File: config.mk
export PLATFORM = sky130hd
export DESIGN_NAME = shared_buffer_multi_queue
export DESIGN_NICKNAME = d
export VERILOG_FILES = /design/src/rtl/sbmq_pkg.sv /design/src/rtl/sbmq_ctrl.sv /design/src/rtl/sbmq_dpath.sv /design/src/rtl/shared_buffer_multi_queue.sv
export SDC_FILE = /design/constraint.sdc
export NUM_CORES = 2
export LEC_CHECK = 0
export ABC_CLOCK_PERIOD_IN_PS = 7430
export BUFFER_PORTS_ARGS = -buffer_cell sky130_fd_sc_hd__buf_2
export CAP_MARGIN = 10
export CORE_MARGIN = 3
export CORE_UTILIZATION = 50
export CTS_BUF_LIST = sky130_fd_sc_hd__clkbuf_8
export DETAILED_ROUTE_END_ITERATION = 8
export HOLD_SLACK_MARGIN = 0.03
export PLACE_DENSITY = 0.65
export SKIP_LAST_GASP = 1
export SLEW_MARGIN = 20
export SYNTH_ARGS = -nofsm -noshare
export SYNTH_HDL_FRONTEND = slang
export SYNTH_HIERARCHICAL = 1
export SYNTH_SLANG_ARGS = --single-unit
File: constraint.sdc
create_clock -name clk -period 7.43 [get_ports clk]
set_input_delay 0 -clock clk [delete_from_list [all_inputs] [get_ports clk]]
set_output_delay 0 -clock clk [all_outputs]
set_load 0.02 [all_outputs]
File: src/rtl/sbmq_pkg.sv
// Shared types, constants and helpers for the shared-buffer multi-queue.
`default_nettype none
package sbmq_pkg;

  localparam int ENTRIES = 64;
  localparam int QUEUES  = 8;
  localparam int QID_W   = 3;
  localparam int WORD_W  = 32;
  localparam int PTR_W   = $clog2(ENTRIES + 1);
  localparam int ADDR_W  = $clog2(ENTRIES);

  typedef logic [PTR_W-1:0] ptr_t;

  // null pointer is the entry count itself
  localparam ptr_t NULL_PTR = PTR_W'(ENTRIES);

  typedef enum logic {
    OP_PUSH = 1'b0,
    OP_POP  = 1'b1
  } op_t;

  typedef enum logic [1:0] {
    STAT_DONE  = 2'd0,
    STAT_FULL  = 2'd1,
    STAT_EMPTY = 2'd2
  } status_t;

  typedef enum logic {
    S_IDLE,
    S_EXEC
  } state_t;

  typedef struct packed {
    logic issue;   // item accepted, start the memory reads
    logic commit;  // apply pointer and memory writes, load result
  } sbmq_cmd_t;

  function automatic logic is_entry(ptr_t p);
    return 32'(p) < ENTRIES;
  endfunction

  function automatic logic queue_ok(logic [QID_W-1:0] q);
    return 32'(q) < QUEUES;
  endfunction

endpackage
`default_nettype wire

File: src/rtl/sbmq_ctrl.sv
// Controller: two-step sequencer and result valid flag.
`default_nettype none
module sbmq_ctrl (
  input  wire logic               clk,
  input  wire logic               rst,
  input  wire logic               in_valid,
  output logic                    in_ready,
  output logic                    out_valid,
  input  wire logic               out_ready,
  output sbmq_pkg::sbmq_cmd_t     cmd
);
  import sbmq_pkg::*;

  state_t state, state_next;
  logic   out_valid_next;

  always_ff @(posedge clk) begin
    if (rst) begin
      state     <= S_IDLE;
      out_valid <= 1'b0;
    end else begin
      state     <= state_next;
      out_valid <= out_valid_next;
    end
  end

  always_comb begin
    state_next = state;
    in_ready   = 1'b0;
    cmd        = '0;
    unique case (state)
      S_IDLE: begin
        in_ready = 1'b1;
        if (in_valid) begin
          cmd.issue  = 1'b1;
          state_next = S_EXEC;
        end
      end
      S_EXEC: begin
        // hold here while the previous result is still unclaimed
        if (!out_valid || out_ready) begin
          cmd.commit = 1'b1;
          state_next = S_IDLE;
        end
      end
      default: state_next = S_IDLE;
    endcase
    if (cmd.commit) begin
      out_valid_next = 1'b1;
    end else if (out_ready) begin
      out_valid_next = 1'b0;
    end else begin
      out_valid_next = out_valid;
    end
  end

endmodule
`default_nettype wire

File: src/rtl/sbmq_dpath.sv
// Datapath: queue pointers, free list head, link and word memories, result register.
`default_nettype none
module sbmq_dpath (
  input  wire logic                          clk,
  input  wire logic                          rst,
  input  wire sbmq_pkg::sbmq_cmd_t           cmd,
  input  wire logic                          in_mode,
  input  wire logic [sbmq_pkg::QID_W-1:0]    in_qid,
  input  wire logic [sbmq_pkg::WORD_W-1:0]   in_word,
  output sbmq_pkg::status_t                  out_status,
  output logic [sbmq_pkg::WORD_W-1:0]        out_word
);
  import sbmq_pkg::*;

  ptr_t heads [QUEUES];
  ptr_t tails [QUEUES];
  ptr_t free_head;

  ptr_t              link_mem [ENTRIES];
  logic              link_vld [ENTRIES];
  logic [WORD_W-1:0] word_mem [ENTRIES];

  // operation latched at accept
  logic              op_r;
  logic [QID_W-1:0]  q_r;
  logic [WORD_W-1:0] word_r;
  ptr_t              slot_r;
  ptr_t              link_rd;
  logic              link_vld_r;
  logic [WORD_W-1:0] word_rd;

  ptr_t rd_ptr;

  // execute-step results
  ptr_t              link_val;
  ptr_t              head_x;
  ptr_t              tail_x;
  logic              q_ok_x;
  logic              lw_en;
  ptr_t              lw_addr;
  ptr_t              lw_data;
  logic              ww_en;
  logic              head_we;
  ptr_t              head_val;
  logic              tail_we;
  ptr_t              tail_val;
  logic              fh_we;
  ptr_t              fh_val;
  status_t           st;
  logic [WORD_W-1:0] pw;

  always_comb begin
    rd_ptr = free_head;
    if (in_mode == OP_POP) begin
      rd_ptr = queue_ok(in_qid) ? heads[in_qid] : NULL_PTR;
    end
  end

  always_ff @(posedge clk) begin
    if (cmd.issue) begin
      op_r       <= in_mode;
      q_r        <= in_qid;
      word_r     <= in_word;
      slot_r     <= rd_ptr;
      link_rd    <= link_mem[rd_ptr[ADDR_W-1:0]];
      link_vld_r <= link_vld[rd_ptr[ADDR_W-1:0]];
      word_rd    <= word_mem[rd_ptr[ADDR_W-1:0]];
    end
  end

  always_comb begin
    q_ok_x   = queue_ok(q_r);
    head_x   = q_ok_x ? heads[q_r] : NULL_PTR;
    tail_x   = q_ok_x ? tails[q_r] : NULL_PTR;
    // a link never written still holds its reset value: next entry up
    link_val = link_vld_r ? link_rd : slot_r + PTR_W'(1);
    lw_en    = 1'b0;
    lw_addr  = slot_r;
    lw_data  = free_head;
    ww_en    = 1'b0;
    head_we  = 1'b0;
    head_val = slot_r;
    tail_we  = 1'b0;
    tail_val = slot_r;
    fh_we    = 1'b0;
    fh_val   = link_val;
    st       = STAT_DONE;
    pw       = '0;
    if (op_r == OP_PUSH) begin
      if (!q_ok_x || !is_entry(slot_r)) begin
        st = STAT_FULL;
      end else begin
        fh_we   = 1'b1;
        ww_en   = 1'b1;
        tail_we = 1'b1;
        if (!is_entry(head_x) || !is_entry(tail_x)) begin
          head_we = 1'b1;
        end else begin
          lw_en   = 1'b1;
          lw_addr = tail_x;
          lw_data = slot_r;
        end
      end
    end else begin
      if (!q_ok_x || !is_entry(slot_r)) begin
        st = STAT_EMPTY;
      end else begin
        // the tail's link is left stale, so the last entry is found by
        // comparing against the tail pointer
        head_we = 1'b1;
        if (slot_r == tail_x) begin
          head_val = NULL_PTR;
          tail_we  = 1'b1;
          tail_val = NULL_PTR;
        end else begin
          head_val = link_val;
        end
        lw_en  = 1'b1;
        fh_we  = 1'b1;
        fh_val = slot_r;
        pw     = word_rd;
      end
    end
  end

  always_ff @(posedge clk) begin
    if (rst) begin
      for (int i = 0; i < QUEUES; i++) begin
        heads[i] <= NULL_PTR;
        tails[i] <= NULL_PTR;
      end
      free_head <= '0;
    end else if (cmd.commit) begin
      if (head_we) begin
        heads[q_r] <= head_val;
      end
      if (tail_we) begin
        tails[q_r] <= tail_val;
      end
      if (fh_we) begin
        free_head <= fh_val;
      end
    end
  end

  always_ff @(posedge clk) begin
    if (rst) begin
      for (int i = 0; i < ENTRIES; i++) begin
        link_vld[i] <= 1'b0;
      end
    end else if (cmd.commit && lw_en) begin
      link_vld[lw_addr[ADDR_W-1:0]] <= 1'b1;
    end
  end

  always_ff @(posedge clk) begin
    if (cmd.commit && lw_en) begin
      link_mem[lw_addr[ADDR_W-1:0]] <= lw_data;
    end
    if (cmd.commit && ww_en) begin
      word_mem[slot_r[ADDR_W-1:0]] <= word_r;
    end
  end

  always_ff @(posedge clk) begin
    if (cmd.commit) begin
      out_status <= st;
      out_word   <= pw;
    end
  end

`ifndef NO_ASSERTIONS
  a_free_head_range: assert property (@(posedge clk) disable iff (rst)
    32'(free_head) <= ENTRIES)
    else $error("free list head out of range");

  a_head_tail_pair: assert property (@(posedge clk) disable iff (rst)
    cmd.commit && q_ok_x |-> (is_entry(head_x) == is_entry(tail_x)))
    else $error("queue head and tail disagree on emptiness");

  a_refused_no_change: assert property (@(posedge clk) disable iff (rst)
    cmd.commit && (st != STAT_DONE) |=> $stable(free_head))
    else $error("refused operation moved the free list");

  a_pop_word_zero: assert property (@(posedge clk) disable iff (rst)
    cmd.commit && (op_r == OP_PUSH || st == STAT_EMPTY) |=> (out_word == '0))
    else $error("nonzero word on push or refused pop");
`endif

endmodule
`default_nettype wire

File: src/rtl/shared_buffer_multi_queue.sv
// Top level: several FIFO queues sharing one linked store with a free list.
//
//  channel  dir  tdata                                   tuser
//  s_axis   in   [2:0] queue_id, [34:3] push_word, pad   [0] mode (0 push, 1 pop)
//  m_axis   out  [31:0] pop_word                         [1:0] status
//
// Each item has an accept step and an execute step. The accept edge reads the
// link and word memories at the free list head (push) or queue head (pop); the
// execute edge writes the pointers, at most one link entry and, on a push, the
// word entry, and loads the result register; the dependent link read then write
// thus suits the single-port link memory. Reset is synchronous; link entries
// carry valid bits so the free list starts as entry 0, 1, 2 and up, with no
// clearing pass. A waiting result does not block the next accept; only execute waits on it.
`default_nettype none
module shared_buffer_multi_queue (
  input  wire logic        clk,
  input  wire logic        rst,
  input  wire logic        s_axis_tvalid,
  output logic             s_axis_tready,
  input  wire logic [39:0] s_axis_tdata,   // queue_id[2:0], push_word[34:3], zero pad
  input  wire logic        s_axis_tuser,   // mode
  output logic             m_axis_tvalid,
  input  wire logic        m_axis_tready,
  output logic [31:0]      m_axis_tdata,   // pop_word
  output logic [1:0]       m_axis_tuser    // status
);
  import sbmq_pkg::*;

  sbmq_cmd_t cmd;
  status_t   out_status;

  sbmq_ctrl u_ctrl (
    .clk       (clk),
    .rst       (rst),
    .in_valid  (s_axis_tvalid),
    .in_ready  (s_axis_tready),
    .out_valid (m_axis_tvalid),
    .out_ready (m_axis_tready),
    .cmd       (cmd)
  );

  sbmq_dpath u_dpath (
    .clk        (clk),
    .rst        (rst),
    .cmd        (cmd),
    .in_mode    (s_axis_tuser),
    .in_qid     (s_axis_tdata[QID_W-1:0]),
    .in_word    (s_axis_tdata[QID_W+WORD_W-1:QID_W]),
    .out_status (out_status),
    .out_word   (m_axis_tdata)
  );

  assign m_axis_tuser = out_status;

endmodule
`default_nettype wire
# After elaboration in Yosys (flattened, before gate mapping)
# Memory sizes are Yosys's and may differ from the RTL's. A register that Yosys moved wholly into a read port is not among the register bits.
# Index checks and enable logic that the tools add are counted.
# word_totals
regBits	86
mem_bits_rw	2672
in_bits	45
elab_cells	99
n_memories	5
# classes
addsub	1
magnitude_cmp	3
eq_ne	1
muxes	66
n_bitwise	1
reduce_logical	13
# mem_list
memory	depth	word_bits	read_ports	rd_ports_with_merged_regs	wr	line	rtl
u_dpath.word_mem	64	32	1	1	1	sbmq_dpath.sv:21	logic [WORD_W-1:0] word_mem [ENTRIES];
u_dpath.link_mem	64	7	1	1	1	sbmq_dpath.sv:19	ptr_t link_mem [ENTRIES];
u_dpath.link_vld	64	1	1	1	64	sbmq_dpath.sv:20	logic link_vld [ENTRIES];
u_dpath.heads	8	7	2	1	8	sbmq_dpath.sv:15	ptr_t heads [QUEUES];
u_dpath.tails	8	7	1	1	8	sbmq_dpath.sv:16	ptr_t tails [QUEUES];
# op_table
operator	count
$mux 7	15
$mux 1	40
$mux 6	4
$lt 7x7->1 const B	3
$reduce_or 7->1	2
$mux 3	4
$add 7x1->7 const B	1
$eq 7x7->1	1
$mux 2	2
$reduce_and 2->1	2
$logic_not 1->1	3
$logic_and 1x1->1	2
$logic_or 1x1->1	2
$pmux 1 s2	1
$reduce_bool 2->1	1
$not 1->1	1
$reduce_or 1->1	1

# Depth between registers and ports, before layout
# depth
depth_word	12
depth_mapped	15
depth_no_buf	9

# By module
# Netlist, hierarchy kept.
# by_module_without_submodules
mod	instances	cells_per_inst	area_per_inst_um2
sbmq_dpath	1	7873	110438.4
sbmq_ctrl	1	10	95.1

# Worst setup path before layout
# No wires, ideal clock.
# synth_path
path_kind	flip-flop to flip-flop
startpoint	register u_ctrl.out_valid
endpoint	memory u_dpath.word_mem[46][0] (enable)
setup_ns	0.421
arrival_ns	3.287
t_required_ns	7.009
path_slack_ns	3.721
stages_incl_launch_ff	9
period_less_slack_ns	3.709
path_cell_list	dfxtp_1 > nand2b_1 > and2_2 > buf_4 > nand2_1 > buf_1 > nor3_1 > nand3_1 > nor2_1
# synth_lines
element	line	rtl
start: declaration	sbmq_ctrl.sv:8	output logic out_valid,
start signal: assignment	sbmq_ctrl.sv:23	out_valid <= out_valid_next;
end: declaration	sbmq_dpath.sv:21	

# Worst setup path after layout
# layout_path
startpoint	register u_dpath.slot_r[6]
endpoint	memory u_dpath.word_mem[24][7] (enable)
# layout_via
elab_chain_cells	6
# layout_lines
element	line	rtl
start: declaration	sbmq_dpath.sv:27	ptr_t slot_r;
start signal: assignment	sbmq_dpath.sv:64	slot_r <= rd_ptr;
$lt 7x7->1	sbmq_pkg.sv:39	return 32'(p) < ENTRIES;
$mux 1	sbmq_dpath.sv:90	if (!q_ok_x || !is_entry(slot_r)) begin
$mux 1	sbmq_dpath.sv:89	if (op_r == OP_PUSH) begin
$logic_and 1x1->1	sbmq_dpath.sv:160	if (cmd.commit && ww_en) begin
$mux 1	sbmq_dpath.sv:160	
$mux 1 (not written as such)	sbmq_dpath.sv:161	word_mem[slot_r[ADDR_W-1:0]] <= word_r;
# Every way passes these cells.

==> metrics.json <==
{
  "floorplan.core_area": {"value": 0.218, "unit": "mm²"},
  "metal2_wl": {"value": 152000, "unit": "µm"},
  "route.met3.wl": {"value": 37900, "unit": "µm"},
  "dp_slack": {"value": 1.93, "unit": "ns"},
  "pin_count_of_the_biggest_net_entering_global_routing": {"value": 161},
  "buffer_ports.inserted": {"value": 75},
  "status": {"value": "finished clean"},
  "topRoutingLayerUsed": {"value": "met5"},
  "cell_internal_pwr": {"value": 24.3, "unit": "mW"},
  "clk_root_buffer_cell": {"value": "sky130_fd_sc_hd__clkbuf_8"},
  "routedLengthMet1": {"value": 127000, "unit": "µm"},
  "finish.instance_area": {"value": 0.124, "unit": "mm²"},
  "place.detailed.instances": {"value": 10600},
  "cts-buffers-inserted": {"value": 458},
  "synth_seq_cells": {"value": 2801},
  "cts_tree": {"value": "done"},
  "power_switching": {"value": 8.20, "unit": "mW"},
  "syn_nets": {"value": 7929},
  "io_pins": {"value": 81},
  "grt_pass1_wl": {"value": 472000, "unit": "µm"},
  "globalRouteOverflowTotal": {"value": 0},
  "detailedRoute.firstPassIterationCount": {"value": 6},
  "post_route_non_filler_standard_cell_count": {"value": 11500},
  "fin_hold_ws": {"value": 0.124, "unit": "ns"},
  "synth_enable_flop_cells": {"value": 2725},
  "final_period_minus_worst_setup_slack": {"value": 5.74, "unit": "ns"},
  "setup.worst_path.start_class": {"value": "flip-flop"},
  "max_cap_viol_count": {"value": 0},
  "synth_async_sr_flop_share": {"value": 0, "unit": "%"},
  "critical_path_peak_fanout": {"value": 38},
  "power_switching_share": {"value": 25.2, "unit": "%"},
  "maxSlewHeadroom": {"value": 19.6, "unit": "%"},
  "wl": {"value": 330000, "unit": "µm"},
  "total_global_routing_track_utilization": {"value": 28.4, "unit": "%"},
  "standby_leakage_power": {"value": 41.6, "unit": "nW"},
  "gpl.final_weighted_congestion": {"value": 0.824},
  "grt_antenna_before_repair": {"value": 11},
  "initial_core_util": {"value": 50.6, "unit": "%"},
  "post_cts.repair.setup_buffers": {"value": 0},
  "synth_area_per_cell": {"value": 14.0, "unit": "µm²"},
  "seq_power_share": {"value": 53.9, "unit": "%"},
  "worst-setup-path-type": {"value": "reg -> reg"},
  "total_via_count_after_detailed_routing": {"value": 71200},
  "die_height": {"value": 476, "unit": "µm"},
  "rsz_0062_raised_after_global_routing": {"value": "false"},
  "pwr-share-comb": {"value": 9.0, "unit": "%"},
  "drt-vias-per-instance": {"value": 6.19},
  "tritoncts_num_sinks": {"value": 2801},
  "required": {"value": 8.15, "unit": "ns"},
  "placedInstanceArea": {"value": 0.115, "unit": "mm²"},
  "dieArea": {"value": 0.227, "unit": "mm²"},
  "worst_skew_pair.late_latency": {"value": 1.12, "unit": "ns"},
  "cts_resized": {"value": 0},
  "syn_to_final_growth": {"value": 12.2, "unit": "%"},
  "syn-cell-area": {"value": 0.111, "unit": "mm²"},
  "synth_top_flop_cell": {"value": "sky130_fd_sc_hd__edfxtp_1"},
  "final.setup.tns": {"value": 0, "unit": "ns"},
  "synthesis.yosys.warnings": {"value": 6},
  "hp-class": {"value": "in -> reg"},
  "timing.critical_path.arrival": {"value": 6.46, "unit": "ns"},
  "timing.final.max_slew_violations": {"value": 0},
  "end_kind": {"value": "flip-flop"},
  "yosysSeqAreaShare": {"value": 75.4, "unit": "%"},
  "maximum_vdd_ir_drop": {"value": 0.000212, "unit": "V"},
  "final-setup-viol-count": {"value": 0},
  "fillerInstances": {"value": 17200},
  "postRouteAntennaNets": {"value": 0},
  "layout-drive-gt1-share": {"value": 11.4, "unit": "%"},
  "detail_route.drc_violations": {"value": 0},
  "postCtsHoldBufs": {"value": 78},
  "cts.htree.levels": {"value": 5},
  "pwr-share-clk": {"value": 37.1, "unit": "%"},
  "worst_slew_pin_slew": {"value": 1.20, "unit": "ns"},
  "die_w": {"value": 476, "unit": "µm"},
  "final_min_period_over_clock_period": {"value": 77.2, "unit": "%"},
  "avg_wl_per_cell": {"value": 28.7, "unit": "µm"},
  "first_global_vias": {"value": 67200},
  "num_rows": {"value": 171},
  "place.detailed.hpwl": {"value": 179000, "unit": "µm"},
  "finalWorstSetupSlack": {"value": 1.69, "unit": "ns"},
  "pwr_density_cell": {"value": 262, "unit": "mW/mm²"},
  "num-nets-final": {"value": 8246},
  "fmax": {"value": 0.174, "unit": "GHz"},
  "synthesized_instance_count": {"value": 7883},
  "clkSlewWorstSetupHoldPaths": {"value": 0.07, "unit": "ns"},
  "final_hold_viol_count": {"value": 0},
  "synth_cell_types": {"value": 62},
  "drt_iter0_markers": {"value": 10600},
  "fin_skew": {"value": 0.0975, "unit": "ns"},
  "cts_max_path_buffers": {"value": 4}
}
## area by class of cell
type / count / area [µm²] / area share, %
Tap cell: 2941 / 3680 / 2.97
Timing Repair Buffer: 367 / 3180 / 2.57
Clock buffer: 470 / 6470 / 5.22
Clock inverter: 344 / 1590 / 1.28
Sequential cell: 2801 / 83400 / 67.2
Inverter: 33 / 149 / 0.120
Antenna cell: 5 / 12.5 / 0.0101
Multi-Input combinational cell: 4539 / 25500 / 20.6
## through the flow
step	util (%)	power (mW)
6_report	56.8	32.5
5_1_grt	56.7	33.5
4_1_cts	56.7	32.6
3_5_place_dp	52.7	20.7
3_3_place_gp	52.7	20.6
2_1_floorplan	-	19.6
## cell usage in the layout (no fill, tap or decap), drive strengths merged, types with 13 or more instances in the layout
cell and instances:
mux2i 416, mux2 19, and3 33, o31ai 20, nor3 89, a211oi 50, edfxtp 2725, a311oi 26
clkinv 147, o21ai 26, mux4 44, nor2 357, a32oi 23, or4 21, dlygate4sd3 78, a21oi 226
nand4 38, nor2b 19, clkbuf 470, o32ai 20, a31oi 159, inv 218, nand2 1768, o221ai 162
nand3 868, dfxtp 76, buf 289, nand2b 22, o22ai 13
## sequential cells by signal, indices dropped and copies added, names as in the netlist, named ones only
name and cells:
u_dpath/link_mem 448, u_dpath/slot_r 7, u_dpath/free_head 7, u_dpath/link_vld 64, u_dpath/link_rd 7, u_dpath/q_r 3
u_ctrl/out_valid 1, u_ctrl/state 1, u_dpath/op_r 1, u_dpath/link_vld_r 1, u_dpath/out_status 2, u_dpath/out_word 32
u_dpath/word_mem 2048, u_dpath/heads 56, u_dpath/tails 56, u_dpath/word_rd 32, u_dpath/word_r 32
## power by group through the flow
stage	registers, mW	logic (mW)	clock network, mW
after floorplan	17.9	1.65	0
after global placement	17.9	2.77	0
after detailed placement	17.9	2.82	0
after CTS	17.5	2.86	12.2
after global routing	17.5	3.08	12.9
final	17.5	2.92	12.1
## final timing paths
check	startpoint	depth (start not counted)	slack (ns)	endpoint
worst max-delay path	u_dpath/slot_r[6]	7	1.69	u_dpath/word_mem[24][7]
worst min-delay path	s_axis_tdata[0]	2	0.12	u_dpath/q_r[0]
worst max register to register	u_dpath/slot_r[6]	7	1.69	u_dpath/word_mem[24][7]
worst min register to register	u_dpath/link_vld[59]	2	0.47	u_dpath/link_vld[59]
## worst max-delay path, cell delays in order, from the launching register on
cell and delay (ns):
sky130_fd_sc_hd__edfxtp_1 0.57, sky130_fd_sc_hd__inv_2 0.09, sky130_fd_sc_hd__buf_4 0.68, sky130_fd_sc_hd__nand2_1 0.62
sky130_fd_sc_hd__nor3_1 0.87, sky130_fd_sc_hd__nand2_1 0.82, sky130_fd_sc_hd__nor2_4 1.17, sky130_fd_sc_hd__buf_4 0.51
## synthesized netlist by cell type (all sizes together), types with 8 or more instances
cell,count,share of area (%)
edfxtp,2725,74
a211o,12,0.095
and2,11,0.063
inv,32,0.11
nor3,89,0.40
nand2,1768,6.0
nor2,357,1.2
or2,10,0.057
a311oi,26,0.21
o41ai,10,0.079
o22ai,13,0.074
a41oi,12,0.095
clkbuf,287,0.97
o31ai,20,0.14
a21oi,226,1.0
nand4,38,0.22
mux2,19,0.19
a2111oi,8,0.097
mux2i,416,3.8
buf,223,0.99
nor2b,19,0.11
o32ai,20,0.16
and3,33,0.19
nor4,12,0.074
o21ai,26,0.12
a211oi,50,0.34
nand2b,22,0.12
mux4,44,0.90
or4,21,0.14
dfxtp,76,1.4
a22oi,8,0.054
a32oi,23,0.18
o221ai,162,1.3
nand3,868,3.9
a31oi,159,0.90
## per-layer routing
| layer | track usage (%) | up-vias |
|---|---|---|
| met5 | 0 | - |
| met4 | 11.0 | 2 |
| met3 | 6.33 | 766 |
| met2 | 44.0 | 4489 |
| met1 | 39.4 | 35700 |
| li1 | - | 30300 |
## logic make-up after synthesis
group                      count (synthesis)  synth area share, %
xor gates and xnor gates                  10               0.0792
AOI/OAI and AO/OA                        791                 4.98
and+or+nand+nor                         3258                 12.6
muxes                                    479                 4.86
adders and majority gates                  1               0.0113
buffers and inverters                    543                 2.07
DFF                                     2801                 75.4
(Power assumes the default switching activity.)
